### config.mk
export PLATFORM = sky130hd
export DESIGN_NAME = key_value_text_splitter
export DESIGN_NICKNAME = d
export VERILOG_FILES = /design/src/rtl/core/kvts_pkg.sv /design/src/rtl/core/key_value_text_splitter.sv /design/src/rtl/core/kvts_datapath.sv /design/src/rtl/core/kvts_ctrl.sv
export SDC_FILE = /design/constraint.sdc
export NUM_CORES = 1
export LEC_CHECK = 0
export BUFFER_PORTS_ARGS = -buffer_cell sky130_fd_sc_hd__clkbuf_2
export CAP_MARGIN = 10
export CORE_ASPECT_RATIO = 1.5
export CORE_MARGIN = 10
export CORE_UTILIZATION = 55
export CTS_BUF_LIST = sky130_fd_sc_hd__clkbuf_4 sky130_fd_sc_hd__clkbuf_8
export DETAILED_ROUTE_END_ITERATION = 7
export PLACE_DENSITY_LB_ADDON = 0.05
export SETUP_SLACK_MARGIN = 0.05
export SLEW_MARGIN = 30
export SYNTH_ARGS = -nofsm -noshare
export SYNTH_HDL_FRONTEND = slang
export SYNTH_HIERARCHICAL = 1
export SYNTH_SLANG_ARGS = --single-unit
### constraint.sdc
create_clock -name clk -period 4.15 [get_ports clk]
set_input_delay 0.83 -clock clk [delete_from_list [all_inputs] [get_ports clk]]
set_output_delay 0.83 -clock clk [all_outputs]
set_load 0.03 [all_outputs]
### src/rtl/core/kvts_pkg.sv
// shared types and constants for the key/value text splitter
// no dependencies
package kvts_pkg;

	localparam int KEY_CAP    = 64;
	localparam int VALUE_CAP  = 64;
	localparam int KCNT_W     = $clog2(KEY_CAP);
	localparam int VCNT_W     = $clog2(VALUE_CAP);
	localparam int LEN_W      = $clog2(KEY_CAP);
	localparam int HOLD_DEPTH = 2 ** LEN_W;

	localparam logic [7:0] CH_COMMA = 8'h2C;
	localparam logic [7:0] CH_EQUAL = 8'h3D;
	localparam logic [7:0] CH_SPACE = 8'h20;

	typedef enum logic [1:0] {
		STREAM_KEY   = 2'd0,
		STREAM_VALUE = 2'd1,
		STREAM_END   = 2'd2
	} stream_t;

	typedef enum logic [1:0] {
		PH_GAP   = 2'd0,
		PH_KEY   = 2'd1,
		PH_VALUE = 2'd2
	} phase_t;

	typedef enum logic [1:0] {
		SRC_ZERO  = 2'd0,
		SRC_IN    = 2'd1,
		SRC_COMMA = 2'd2,
		SRC_HOLD  = 2'd3
	} char_src_t;

	typedef enum logic [1:0] {
		SQ_IDLE    = 2'd0,
		SQ_COMMA_K = 2'd1,
		SQ_COMMA_V = 2'd2,
		SQ_KEYS    = 2'd3
	} seq_state_t;

	typedef struct packed {
		logic [7:0] character;
		logic       end_of_text;
	} in_item_t;

	typedef struct packed {
		stream_t    stream;
		logic [7:0] out_char;
		logic       last;
	} out_item_t;

	// controller to datapath
	typedef struct packed {
		logic             load_out;
		stream_t          stream;
		char_src_t        src;
		logic             last;
		logic             inc_key;
		logic             inc_value;
		logic             hold_clear;
		logic             hold_write;
		logic             hold_restart;
		logic             phase_we;
		phase_t           phase_next;
		logic             first_clear;
		logic             clear_all;
		logic [LEN_W-1:0] rd_addr;
	} cmd_t;

	// datapath to controller
	typedef struct packed {
		phase_t           phase;
		logic             first_token;
		logic             is_space;
		logic             is_equal;
		logic             end_of_text;
		logic             key_room;
		logic             key_room2;
		logic             value_room;
		logic [LEN_W-1:0] hold_len;
		logic             out_free;
	} status_t;

endpackage

### src/rtl/core/key_value_text_splitter.sv
// key/value text splitter: input character channel in, key and value stream out
// pairs kvts_ctrl with kvts_datapath; types from kvts_pkg
//
// Usage
//   item channel: one text character a item, end_of_text on the last one.
//   result channel: stream (key, value or end only), out_char and last.
//   both channels move an item at a clock edge with valid high, stall low.
// Throughput and sequencing
//   a character that gives at most one result is taken while the output is
//   free and its result shows in the output register on the next cycle;
//   one character a cycle is sustained through keys, values and spaces
//   while the receiver does not stall. a '=' that opens a token is taken,
//   then come the two comma steps, the key hold memory read of up to
//   KEY_CAP-1 bytes, one entry a cycle while the output is free, and a
//   closing step, all with input stalled and stretched by receiver stalls.
// Reset and stall
//   arst_n clears the token state and the output register at once; the
//   key hold memory needs no clearing pass, it is read only after writing.
//   while the receiver stalls, the result holds and input is stalled for as
//   long as the occupied output register is not taken.
module key_value_text_splitter (
	input  logic                clk,
	input  logic                arst_n,
	input  logic                item_valid,
	output logic                item_stall,
	input  kvts_pkg::in_item_t  item,
	output logic                result_valid,
	input  logic                result_stall,
	output kvts_pkg::out_item_t result
);

	kvts_pkg::cmd_t    cmd;
	kvts_pkg::status_t status;

	kvts_ctrl u_ctrl (
		.clk        (clk),
		.arst_n     (arst_n),
		.item_valid (item_valid),
		.status     (status),
		.item_stall (item_stall),
		.cmd        (cmd)
	);

	kvts_datapath u_datapath (
		.clk          (clk),
		.arst_n       (arst_n),
		.item         (item),
		.cmd          (cmd),
		.result_stall (result_stall),
		.status       (status),
		.result_valid (result_valid),
		.result       (result)
	);

endmodule

### src/rtl/core/kvts_datapath.sv
// datapath: token phase, stream counters, key hold memory, result register
// depends on kvts_pkg
module kvts_datapath (
	input  logic                clk,
	input  logic                arst_n,
	input  kvts_pkg::in_item_t  item,
	input  kvts_pkg::cmd_t      cmd,
	input  logic                result_stall,
	output kvts_pkg::status_t   status,
	output logic                result_valid,
	output kvts_pkg::out_item_t result
);

	kvts_pkg::phase_t                phase_q;
	logic                            first_q;
	logic [kvts_pkg::KCNT_W-1:0]     key_count_q;
	logic [kvts_pkg::VCNT_W-1:0]     value_count_q;
	logic [kvts_pkg::LEN_W-1:0]      hold_len_q;
	logic [7:0]                      hold_mem [kvts_pkg::HOLD_DEPTH];
	logic [7:0]                      rd_data_s1;
	logic                            out_valid_q;
	kvts_pkg::out_item_t             out_q;
	logic                            hold_room;
	logic                            wr_en;
	logic [kvts_pkg::LEN_W-1:0]      wr_addr;
	logic [7:0]                      out_char;

	// hold store write: restart puts the character at the head
	assign hold_room = int'(hold_len_q) < kvts_pkg::KEY_CAP - 1;
	assign wr_en     = cmd.hold_restart || (cmd.hold_write && hold_room);
	assign wr_addr   = cmd.hold_restart ? '0 : hold_len_q;

	// key hold memory, registered read
	always_ff @(posedge clk) begin
		if (wr_en) begin
			hold_mem[wr_addr] <= item.character;
		end
		rd_data_s1 <= hold_mem[cmd.rd_addr];
	end

	// token state and counters
	always_ff @(posedge clk or negedge arst_n) begin
		if (!arst_n) begin
			phase_q       <= kvts_pkg::PH_GAP;
			first_q       <= 1'b1;
			key_count_q   <= '0;
			value_count_q <= '0;
			hold_len_q    <= '0;
		end else if (cmd.clear_all) begin
			phase_q       <= kvts_pkg::PH_GAP;
			first_q       <= 1'b1;
			key_count_q   <= '0;
			value_count_q <= '0;
			hold_len_q    <= '0;
		end else begin
			if (cmd.phase_we) begin
				phase_q <= cmd.phase_next;
			end
			if (cmd.first_clear) begin
				first_q <= 1'b0;
			end
			if (cmd.inc_key) begin
				key_count_q <= key_count_q + 1'b1;
			end
			if (cmd.inc_value) begin
				value_count_q <= value_count_q + 1'b1;
			end
			if (cmd.hold_clear) begin
				hold_len_q <= '0;
			end else if (cmd.hold_restart) begin
				hold_len_q <= kvts_pkg::LEN_W'(1);
			end else if (wr_en) begin
				hold_len_q <= hold_len_q + 1'b1;
			end
		end
	end

	// character source select
	always_comb begin
		case (cmd.src)
			kvts_pkg::SRC_IN:    out_char = item.character;
			kvts_pkg::SRC_COMMA: out_char = kvts_pkg::CH_COMMA;
			kvts_pkg::SRC_HOLD:  out_char = rd_data_s1;
			default:             out_char = 8'h00;
		endcase
	end

	// result register
	always_ff @(posedge clk or negedge arst_n) begin
		if (!arst_n) begin
			out_valid_q <= 1'b0;
		end else if (cmd.load_out) begin
			out_valid_q <= 1'b1;
		end else if (!result_stall) begin
			out_valid_q <= 1'b0;
		end
	end

	always_ff @(posedge clk) begin
		if (cmd.load_out) begin
			out_q.stream   <= cmd.stream;
			out_q.out_char <= out_char;
			out_q.last     <= cmd.last;
		end
	end

	assign result_valid = out_valid_q;
	assign result       = out_q;

	// status back to the controller
	assign status.phase       = phase_q;
	assign status.first_token = first_q;
	assign status.is_space    = item.character == kvts_pkg::CH_SPACE;
	assign status.is_equal    = item.character == kvts_pkg::CH_EQUAL;
	assign status.end_of_text = item.end_of_text;
	assign status.key_room    = int'(key_count_q) < kvts_pkg::KEY_CAP - 1;
	assign status.key_room2   = int'(key_count_q) < kvts_pkg::KEY_CAP - 2;
	assign status.value_room  = int'(value_count_q) < kvts_pkg::VALUE_CAP - 1;
	assign status.hold_len    = hold_len_q;
	assign status.out_free    = !out_valid_q || !result_stall;

endmodule

### src/rtl/core/kvts_ctrl.sv
// controller: takes items and sequences commas and held key bytes
// depends on kvts_pkg
module kvts_ctrl (
	input  logic              clk,
	input  logic              arst_n,
	input  logic              item_valid,
	input  kvts_pkg::status_t status,
	output logic              item_stall,
	output kvts_pkg::cmd_t    cmd
);

	kvts_pkg::seq_state_t       state_q, state_d;
	logic [kvts_pkg::LEN_W-1:0] idx_q, idx_d;
	logic                       eot_q, eot_d;
	logic                       emitted_q, emitted_d;
	logic                       can_emit;
	logic                       open_tok;
	logic                       hold_nz;
	logic                       more_keys;
	logic                       next_lt;

	assign can_emit  = status.out_free;
	assign hold_nz   = status.hold_len != '0;
	assign more_keys = (idx_q < status.hold_len) && status.key_room;
	assign next_lt   = ({1'b0, idx_q} + 1'b1) < {1'b0, status.hold_len};

	// state register
	always_ff @(posedge clk or negedge arst_n) begin
		if (!arst_n) begin
			state_q   <= kvts_pkg::SQ_IDLE;
			idx_q     <= '0;
			eot_q     <= 1'b0;
			emitted_q <= 1'b0;
		end else begin
			state_q   <= state_d;
			idx_q     <= idx_d;
			eot_q     <= eot_d;
			emitted_q <= emitted_d;
		end
	end

	// next state and commands
	always_comb begin
		state_d    = state_q;
		idx_d      = idx_q;
		eot_d      = eot_q;
		emitted_d  = emitted_q;
		cmd        = '0;
		item_stall = 1'b1;
		open_tok   = 1'b0;
		unique case (state_q)
			kvts_pkg::SQ_IDLE: begin
				item_stall = !can_emit;
				idx_d      = '0;
				if (item_valid && can_emit) begin
					unique case (status.phase)
						kvts_pkg::PH_KEY: begin
							if (status.is_space) begin
								cmd.hold_clear = 1'b1;
								cmd.phase_we   = 1'b1;
								cmd.phase_next = kvts_pkg::PH_GAP;
							end else if (status.is_equal) begin
								open_tok = 1'b1;
							end else begin
								cmd.hold_write = 1'b1;
							end
						end
						kvts_pkg::PH_VALUE: begin
							if (status.is_space) begin
								cmd.phase_we   = 1'b1;
								cmd.phase_next = kvts_pkg::PH_GAP;
							end else if (status.value_room) begin
								cmd.load_out  = 1'b1;
								cmd.stream    = kvts_pkg::STREAM_VALUE;
								cmd.src       = kvts_pkg::SRC_IN;
								cmd.inc_value = 1'b1;
							end
						end
						default: begin
							// between tokens, and the unused code
							cmd.phase_we   = 1'b1;
							cmd.phase_next = kvts_pkg::PH_GAP;
							if (status.is_space) begin
								cmd.phase_we = 1'b1;
							end else if (status.is_equal) begin
								cmd.hold_clear = 1'b1;
								open_tok       = 1'b1;
							end else begin
								cmd.hold_restart = 1'b1;
								cmd.phase_next   = kvts_pkg::PH_KEY;
							end
						end
					endcase
					if (open_tok) begin
						state_d   = kvts_pkg::SQ_COMMA_K;
						eot_d     = status.end_of_text;
						emitted_d = 1'b0;
					end else if (status.end_of_text) begin
						// end of text: flag the last item, end-only if none
						cmd.clear_all = 1'b1;
						if (!cmd.load_out) begin
							cmd.load_out = 1'b1;
							cmd.stream   = kvts_pkg::STREAM_END;
							cmd.src      = kvts_pkg::SRC_ZERO;
						end
						cmd.last = 1'b1;
					end
				end
			end
			kvts_pkg::SQ_COMMA_K: begin
				idx_d = '0;
				if (!status.first_token && status.key_room) begin
					if (can_emit) begin
						cmd.load_out = 1'b1;
						cmd.stream   = kvts_pkg::STREAM_KEY;
						cmd.src      = kvts_pkg::SRC_COMMA;
						cmd.inc_key  = 1'b1;
						cmd.last     = eot_q && !status.value_room
							&& !(hold_nz && status.key_room2);
						emitted_d    = 1'b1;
						state_d      = kvts_pkg::SQ_COMMA_V;
					end
				end else begin
					state_d = kvts_pkg::SQ_COMMA_V;
				end
			end
			kvts_pkg::SQ_COMMA_V: begin
				idx_d = '0;
				if (!status.first_token && status.value_room) begin
					if (can_emit) begin
						cmd.load_out  = 1'b1;
						cmd.stream    = kvts_pkg::STREAM_VALUE;
						cmd.src       = kvts_pkg::SRC_COMMA;
						cmd.inc_value = 1'b1;
						cmd.last      = eot_q && !(hold_nz && status.key_room);
						emitted_d     = 1'b1;
						state_d       = kvts_pkg::SQ_KEYS;
					end
				end else begin
					state_d = kvts_pkg::SQ_KEYS;
				end
			end
			kvts_pkg::SQ_KEYS: begin
				if (more_keys) begin
					// release one held key byte a cycle while the output is free
					if (can_emit) begin
						cmd.load_out = 1'b1;
						cmd.stream   = kvts_pkg::STREAM_KEY;
						cmd.src      = kvts_pkg::SRC_HOLD;
						cmd.inc_key  = 1'b1;
						cmd.last     = eot_q && !(next_lt && status.key_room2);
						idx_d        = idx_q + 1'b1;
						emitted_d    = 1'b1;
					end
				end else if (!(eot_q && !emitted_q && !can_emit)) begin
					// token open: move to the value part
					cmd.hold_clear  = 1'b1;
					cmd.first_clear = 1'b1;
					cmd.phase_we    = 1'b1;
					cmd.phase_next  = kvts_pkg::PH_VALUE;
					if (eot_q) begin
						cmd.clear_all = 1'b1;
						if (!emitted_q) begin
							cmd.load_out = 1'b1;
							cmd.stream   = kvts_pkg::STREAM_END;
							cmd.src      = kvts_pkg::SRC_ZERO;
							cmd.last     = 1'b1;
						end
					end
					idx_d   = '0;
					state_d = kvts_pkg::SQ_IDLE;
				end
			end
			default: begin
				state_d = kvts_pkg::SQ_IDLE;
			end
		endcase
		cmd.rd_addr = idx_d;
	end

endmodule

### Yosys cells after proc, flatten, opt, wreduce, memory -nomap -nowiden

Memory sizes are Yosys's and may differ from the RTL's. A register that Yosys moved wholly into a read port is not among the register bits.
Index checks and enable logic that the tools add are counted.

| word-level totals | value |
|---|---|
| register bits after elaboration | 43 |
| memory bits (writable) | 512 |
| logic and storage cells | 177 |
| memories | 1 |

Memory list:

| name | words | bits a word | read ports | clocked after Yosys merged registers in | write ports | line | RTL |
|---|---|---|---|---|---|---|---|
| u_datapath.hold_mem | 64 | 8 | 1 | 1 | 1 | kvts_datapath.sv:19 | `logic [7:0] hold_mem [kvts_pkg::HOLD_DEPTH];` |

| cells by class | value |
|---|---|
| add/sub/neg operators | 5 |
| $lt $le $gt $ge | 6 |
| eq/ne operators | 20 |
| mux-type cells | 95 |
| reduce and logical (&&, ||, !) cells | 37 |

Operators by type and width:

| cell | number |
|---|---|
| two-way mux 6 bit | 21 |
| two-way mux 1 bit | 37 |
| two-way mux 5 bit | 7 |
| two-way mux 7 bit | 4 |
| adder 6 x 1 -> 6 bit (second input constant) | 4 |
| < comparator 6 bit (second input constant) | 4 |
| two-way mux 2 bit | 12 |
| case mux 6 bit (4 select lines) | 1 |
| case mux 8 bit (3 select lines) | 1 |
| == test 8 x 6 -> 1 bit (second input constant) | 2 |
| logical AND 1 bit | 14 |
| inequality test 2 x 1 -> 1 bit (second input constant) | 6 |
| case mux 6 bit (2 select lines) | 1 |
| == test 2 bit (second input constant) | 5 |
| case mux 1 bit (2 select lines) | 5 |
| zero test 1 bit | 9 |
| case mux 2 bit (4 select lines) | 1 |
| nonzero test 2 bit | 4 |
| adder 6 x 1 -> 7 bit (second input constant) | 1 |
| < comparator 7 x 6 -> 1 bit | 1 |
| == test 2 x 1 -> 1 bit (second input constant) | 3 |
| < comparator 6 bit | 1 |
| two-way mux 3 bit | 2 |
| inequality test 3 x 2 -> 1 bit (second input constant) | 2 |
| 13 further kinds | 15 |

### Depth between registers and ports, before layout

| depth | value |
|---|---|
| depth after elaboration | 13 |
| depth in mapped cells | 17 |
| mapped depth without buffers | 12 |

### Hierarchy

Netlist, hierarchy kept.

By module, submodules not included:

| module | instances | cells each | area an instance (um^2) | seq. area each (um^2) |
|---|---|---|---|---|
| kvts_datapath | 1 | 1093 | 21632.0 | 16417.0 |
| kvts_ctrl | 1 | 167 | 1238.7 | 250.2 |

### Worst setup path after synthesis

Ideal clock, no wire load.

| timing | value |
|---|---|
| path type | input -> register |
| start point | input port item[2] (netlist bit) |
| end point | memory u_datapath.hold_mem[31][0], enable pin |
| arrival time | 3283 ps |
| setup slack | 496 ps |
| cell stages on the path | 8 |
| path buffers | 1 |
| cell sequence | or4b_2 nor2_1 nor3_1 and2_1 clkbuf_1 nor3_1 nand3_1 nor2_1 |

RTL lines:

| element | line | RTL |
|---|---|---|
| start, declared | key_value_text_splitter.sv:26 | `input kvts_pkg::in_item_t item,` |
| end, declared | kvts_datapath.sv:19 |  |

==> impl_metrics.json <==
{
  "status": "completed",
  "gp_congestion": 0.874,
  "htreeDepth": 3,
  "grt_util_all_layers_pct": 22.2,
  "rows": 91,
  "place.port_buffers": 25,
  "gr-usage-met3_pct": 3.44,
  "ys_async_sr_fraction_pct": 5.68,
  "path_buf_inv": 4,
  "yosys_warnings": 6,
  "worst_setup_path_end_kind": "flop",
  "post-place-ws_ns": 0.100,
  "cts_tree": "done",
  "post-cts-setup-buffers": 0,
  "hpwlAfterDp_mm": 36.7,
  "layout_commonest_cell": "edfxtp_1",
  "crit_chain": "inv_1 -> ha_1 -> and4_1 -> nor3_1 -> buf_4 -> nor2_1 -> buf_4 -> o21ai_4 -> buf_12 -> mux4_2 -> a22oi_1 -> a31oi_1 -> a21oi_1 -> o21ai_0",
  "crit_path_top_delay_cell": "mux4_2",
  "crit_path_frequent_cell": "buf_4",
  "postSynthCellCount": 1260,
  "cts-root-buf": "clkbuf_8",
  "drc": 0,
  "grt_pass1_vias": 12900,
  "global_route.usage.met2_pct": 39.1,
  "nets": 1471,
  "post_cts_resized": 0,
  "clk_pin_slew_ns": 0.06,
  "fmax_mhz": 263,
  "rsz0062_at_grt": "no",
  "synth_edf_count": 523,
  "drive_gt1_share_pct": 28.1,
  "crit_required_ns": 4.64,
  "path_delay_family": "compound AO/OA/AOI/OAI gates",
  "core_um2": 41100,
  "via_per_inst": 6.00,
  "slew_violations": 0,
  "vias": 12400,
  "placed_cells": 1910,
  "synth-seq-cells": 563,
  "avgSynthCellArea_um2": 18.2,
  "cts.sinks": 563,
  "die_width_um": 187,
  "cts_hold_buf": 0,
  "die_height_um": 270,
  "most-common-layout-cells": "edfxtp_1, mux4_2, nor2_1",
  "layout.cells.non_filler": 2062,
  "wl_per_cell_um": 26.9,
  "yosys_most_used_dff": "edfxtp_1",
  "netlist_area_um2": 22900,
  "grt_max_degree": 66,
  "hold_viol": 0,
  "power_density_nw_per_um2": 533,
  "synth_cell_type_count": 69,
  "dieArea_um2": 50300,
  "ios": 26,
  "p_leak_nw": 8.54,
  "timing.max_cap.violations": 0,
  "tightestPinTransition_ns": 0.848,
  "cts_buffers": 83,
  "drtIter0Drc": 1022,
  "startpoint_type": "flop",
  "clkLatencyLatePin_ns": 0.66,
  "busiest_layer": "met2",
  "grt_pass1_wl_mm": 83.3,
  "antenna_found_initial": 2,
  "finalSetupViolCount": 0,
  "crit_start": "u_datapath/hold_len_q[5]",
  "ys_seq_area_share_pct": 72.9,
  "grt_use_met1_pct": 26.8,
  "nFillCells": 2922,
  "path_class": "flop to flop",
  "cts_buffer_depth": 3,
  "holdWs_ns": 0.126,
  "firstDrtPassIters": 8,
  "drtAntennaViolNets": 0,
  "skew_ns": 0.0337,
  "relSlewSlack_pct": 43.4,
  "crit_arrival_ns": 4.28,
  "worst_slack_ns": 0.352,
  "layout_min_cycle_time_ns": 3.80,
  "tns_ns": 0,
  "start_util_pct": 55.6,
  "vdd_ir_drop_max_mv": 0.480,
  "syn_nets": 1293,
  "gr-total-overflow": 0,
  "path_max_fanout": 33,
  "wirelength_mm": 55.4,
  "max_stage_delay_ns": 0.55,
  "reg2reg_from": "u_datapath/hold_len_q[5]",
  "period_share_pct": 91.5,
  "min_path_type": "primary input to asynchronous set/reset pin",
  "syn2layout_area_growth_pct": 14.4
}
==> layer usage <==
metal | wire length (um) | vias to the layer above
met2 | 29400 | 450
li1 | - | 5442
met3 | 3190 | 94
met5 | 0 | -
met4 | 1910 | 0
met1 | 20900 | 6382
==> synth_stat cells (3+ instances only) <==
cell type  number  area (um2)
o22ai_1        20         125
nand4_1         8        50.1
buf_2          17        85.1
and3_1          4        25.0
dfxtp_1         8         160
nor2b_1        22         138
o21ai_0        23         115
nor3_1         11        55.1
a2111oi_0       3        26.3
or3_1           4        25.0
a31oi_1        15        93.8
o32a_1          3        30.0
nand3b_1        5        37.5
nand3_1        26         130
mux2i_1        19         190
a21oi_1        20         100
dfrtp_1        31         776
ha_1           20         250
o211ai_1        5        37.5
inv_1          19        71.3
buf_6           5        56.3
nand4b_1        4        35.0
clkbuf_1       22        82.6
o22a_1          3        26.3
a22o_1          5        43.8
o2111ai_1       3        26.3
nand2_1        62         233
xnor2_1         6        52.6
o221ai_1        7        61.3
xor2_1         10        87.6
a22oi_1         9        67.6
edfxtp_1      523       15700
or2_2           5        31.3
o21ai_1         7        35.0
mux4_2        126        2840
buf_4          13        97.6
nor2_1        117         439
nand2b_1       11        68.8
==> final cells by class <==
| class | instances | area (um2) | share of cell area, % |
|---|---|---|---|
| clock inverter | 47 | 320 | 1.22 |
| inverter | 20 | 75.1 | 0.287 |
| sequential | 563 | 16700 | 63.7 |
| timing repair buffer | 153 | 1240 | 4.74 |
| clock buffer | 103 | 1320 | 5.03 |
| tap | 558 | 698 | 2.67 |
| antenna | 1 | 2.50 | 0.00956 |
| multi-input combinational | 617 | 5850 | 22.4 |
==> final timing paths <==
kind / cells past startpoint / to / slack (ns)
hold reg to reg: 2 / u_datapath/value_count_q[4] / 0.55
hold / removal: 1 / u_datapath/result_valid / 0.13
max in group asynchronous: 2 / u_datapath/first_q / 3.46
setup reg to reg: 14 / u_datapath/rd_data_s1[3] / 0.35
setup / recovery: 14 / u_datapath/rd_data_s1[3] / 0.35
min in group clk: 2 / u_ctrl/eot_q / 0.44
==> through the flow <==
stage / utilization (%) / power [mW] / area [um2]
floorplan: - / 8.68 / 22900
global placement: 59.6 / 9.65 / 24500
detailed placement: 59.6 / 9.67 / 24500
CTS: 63.6 / 14.1 / 26100
global route: 63.7 / 14.6 / 26200
finish: 63.7 / 13.9 / 26200
==> logic make-up after synthesis <==
group | Yosys count | synth area share (%)
AND/OR/NAND/NOR | 290 | 5.95
adder cells (fa/ha/maj) | 20 | 1.09
AO/OA/AOI/OAI | 143 | 4.28
multiplexers | 148 | 13.4
flip-flops | 563 | 72.9
XOR/XNOR | 16 | 0.613
buffers and inverters | 80 | 1.79
==> state kept, by name, summed over array words and instances (netlist names), 6 cells and up <==
| register | flops |
|---|---|
| u_datapath/rd_data_s1 | 8 |
| u_datapath/hold_mem | 512 |
| u_datapath/value_count_q | 6 |
| u_datapath/hold_len_q | 6 |
| u_datapath/key_count_q | 6 |
| u_ctrl/idx_q | 6 |
| u_datapath/result | 11 |
==> where the power goes <==
part	leakage, nW	switching (mW)	internal (mW)	total [mW]
clock	0.863	2.07	2.35	4.42
sequential	5.19	0.120	6.44	6.56
combinational	2.48	1.68	1.29	2.97
(Power assumes the default switching activity.)
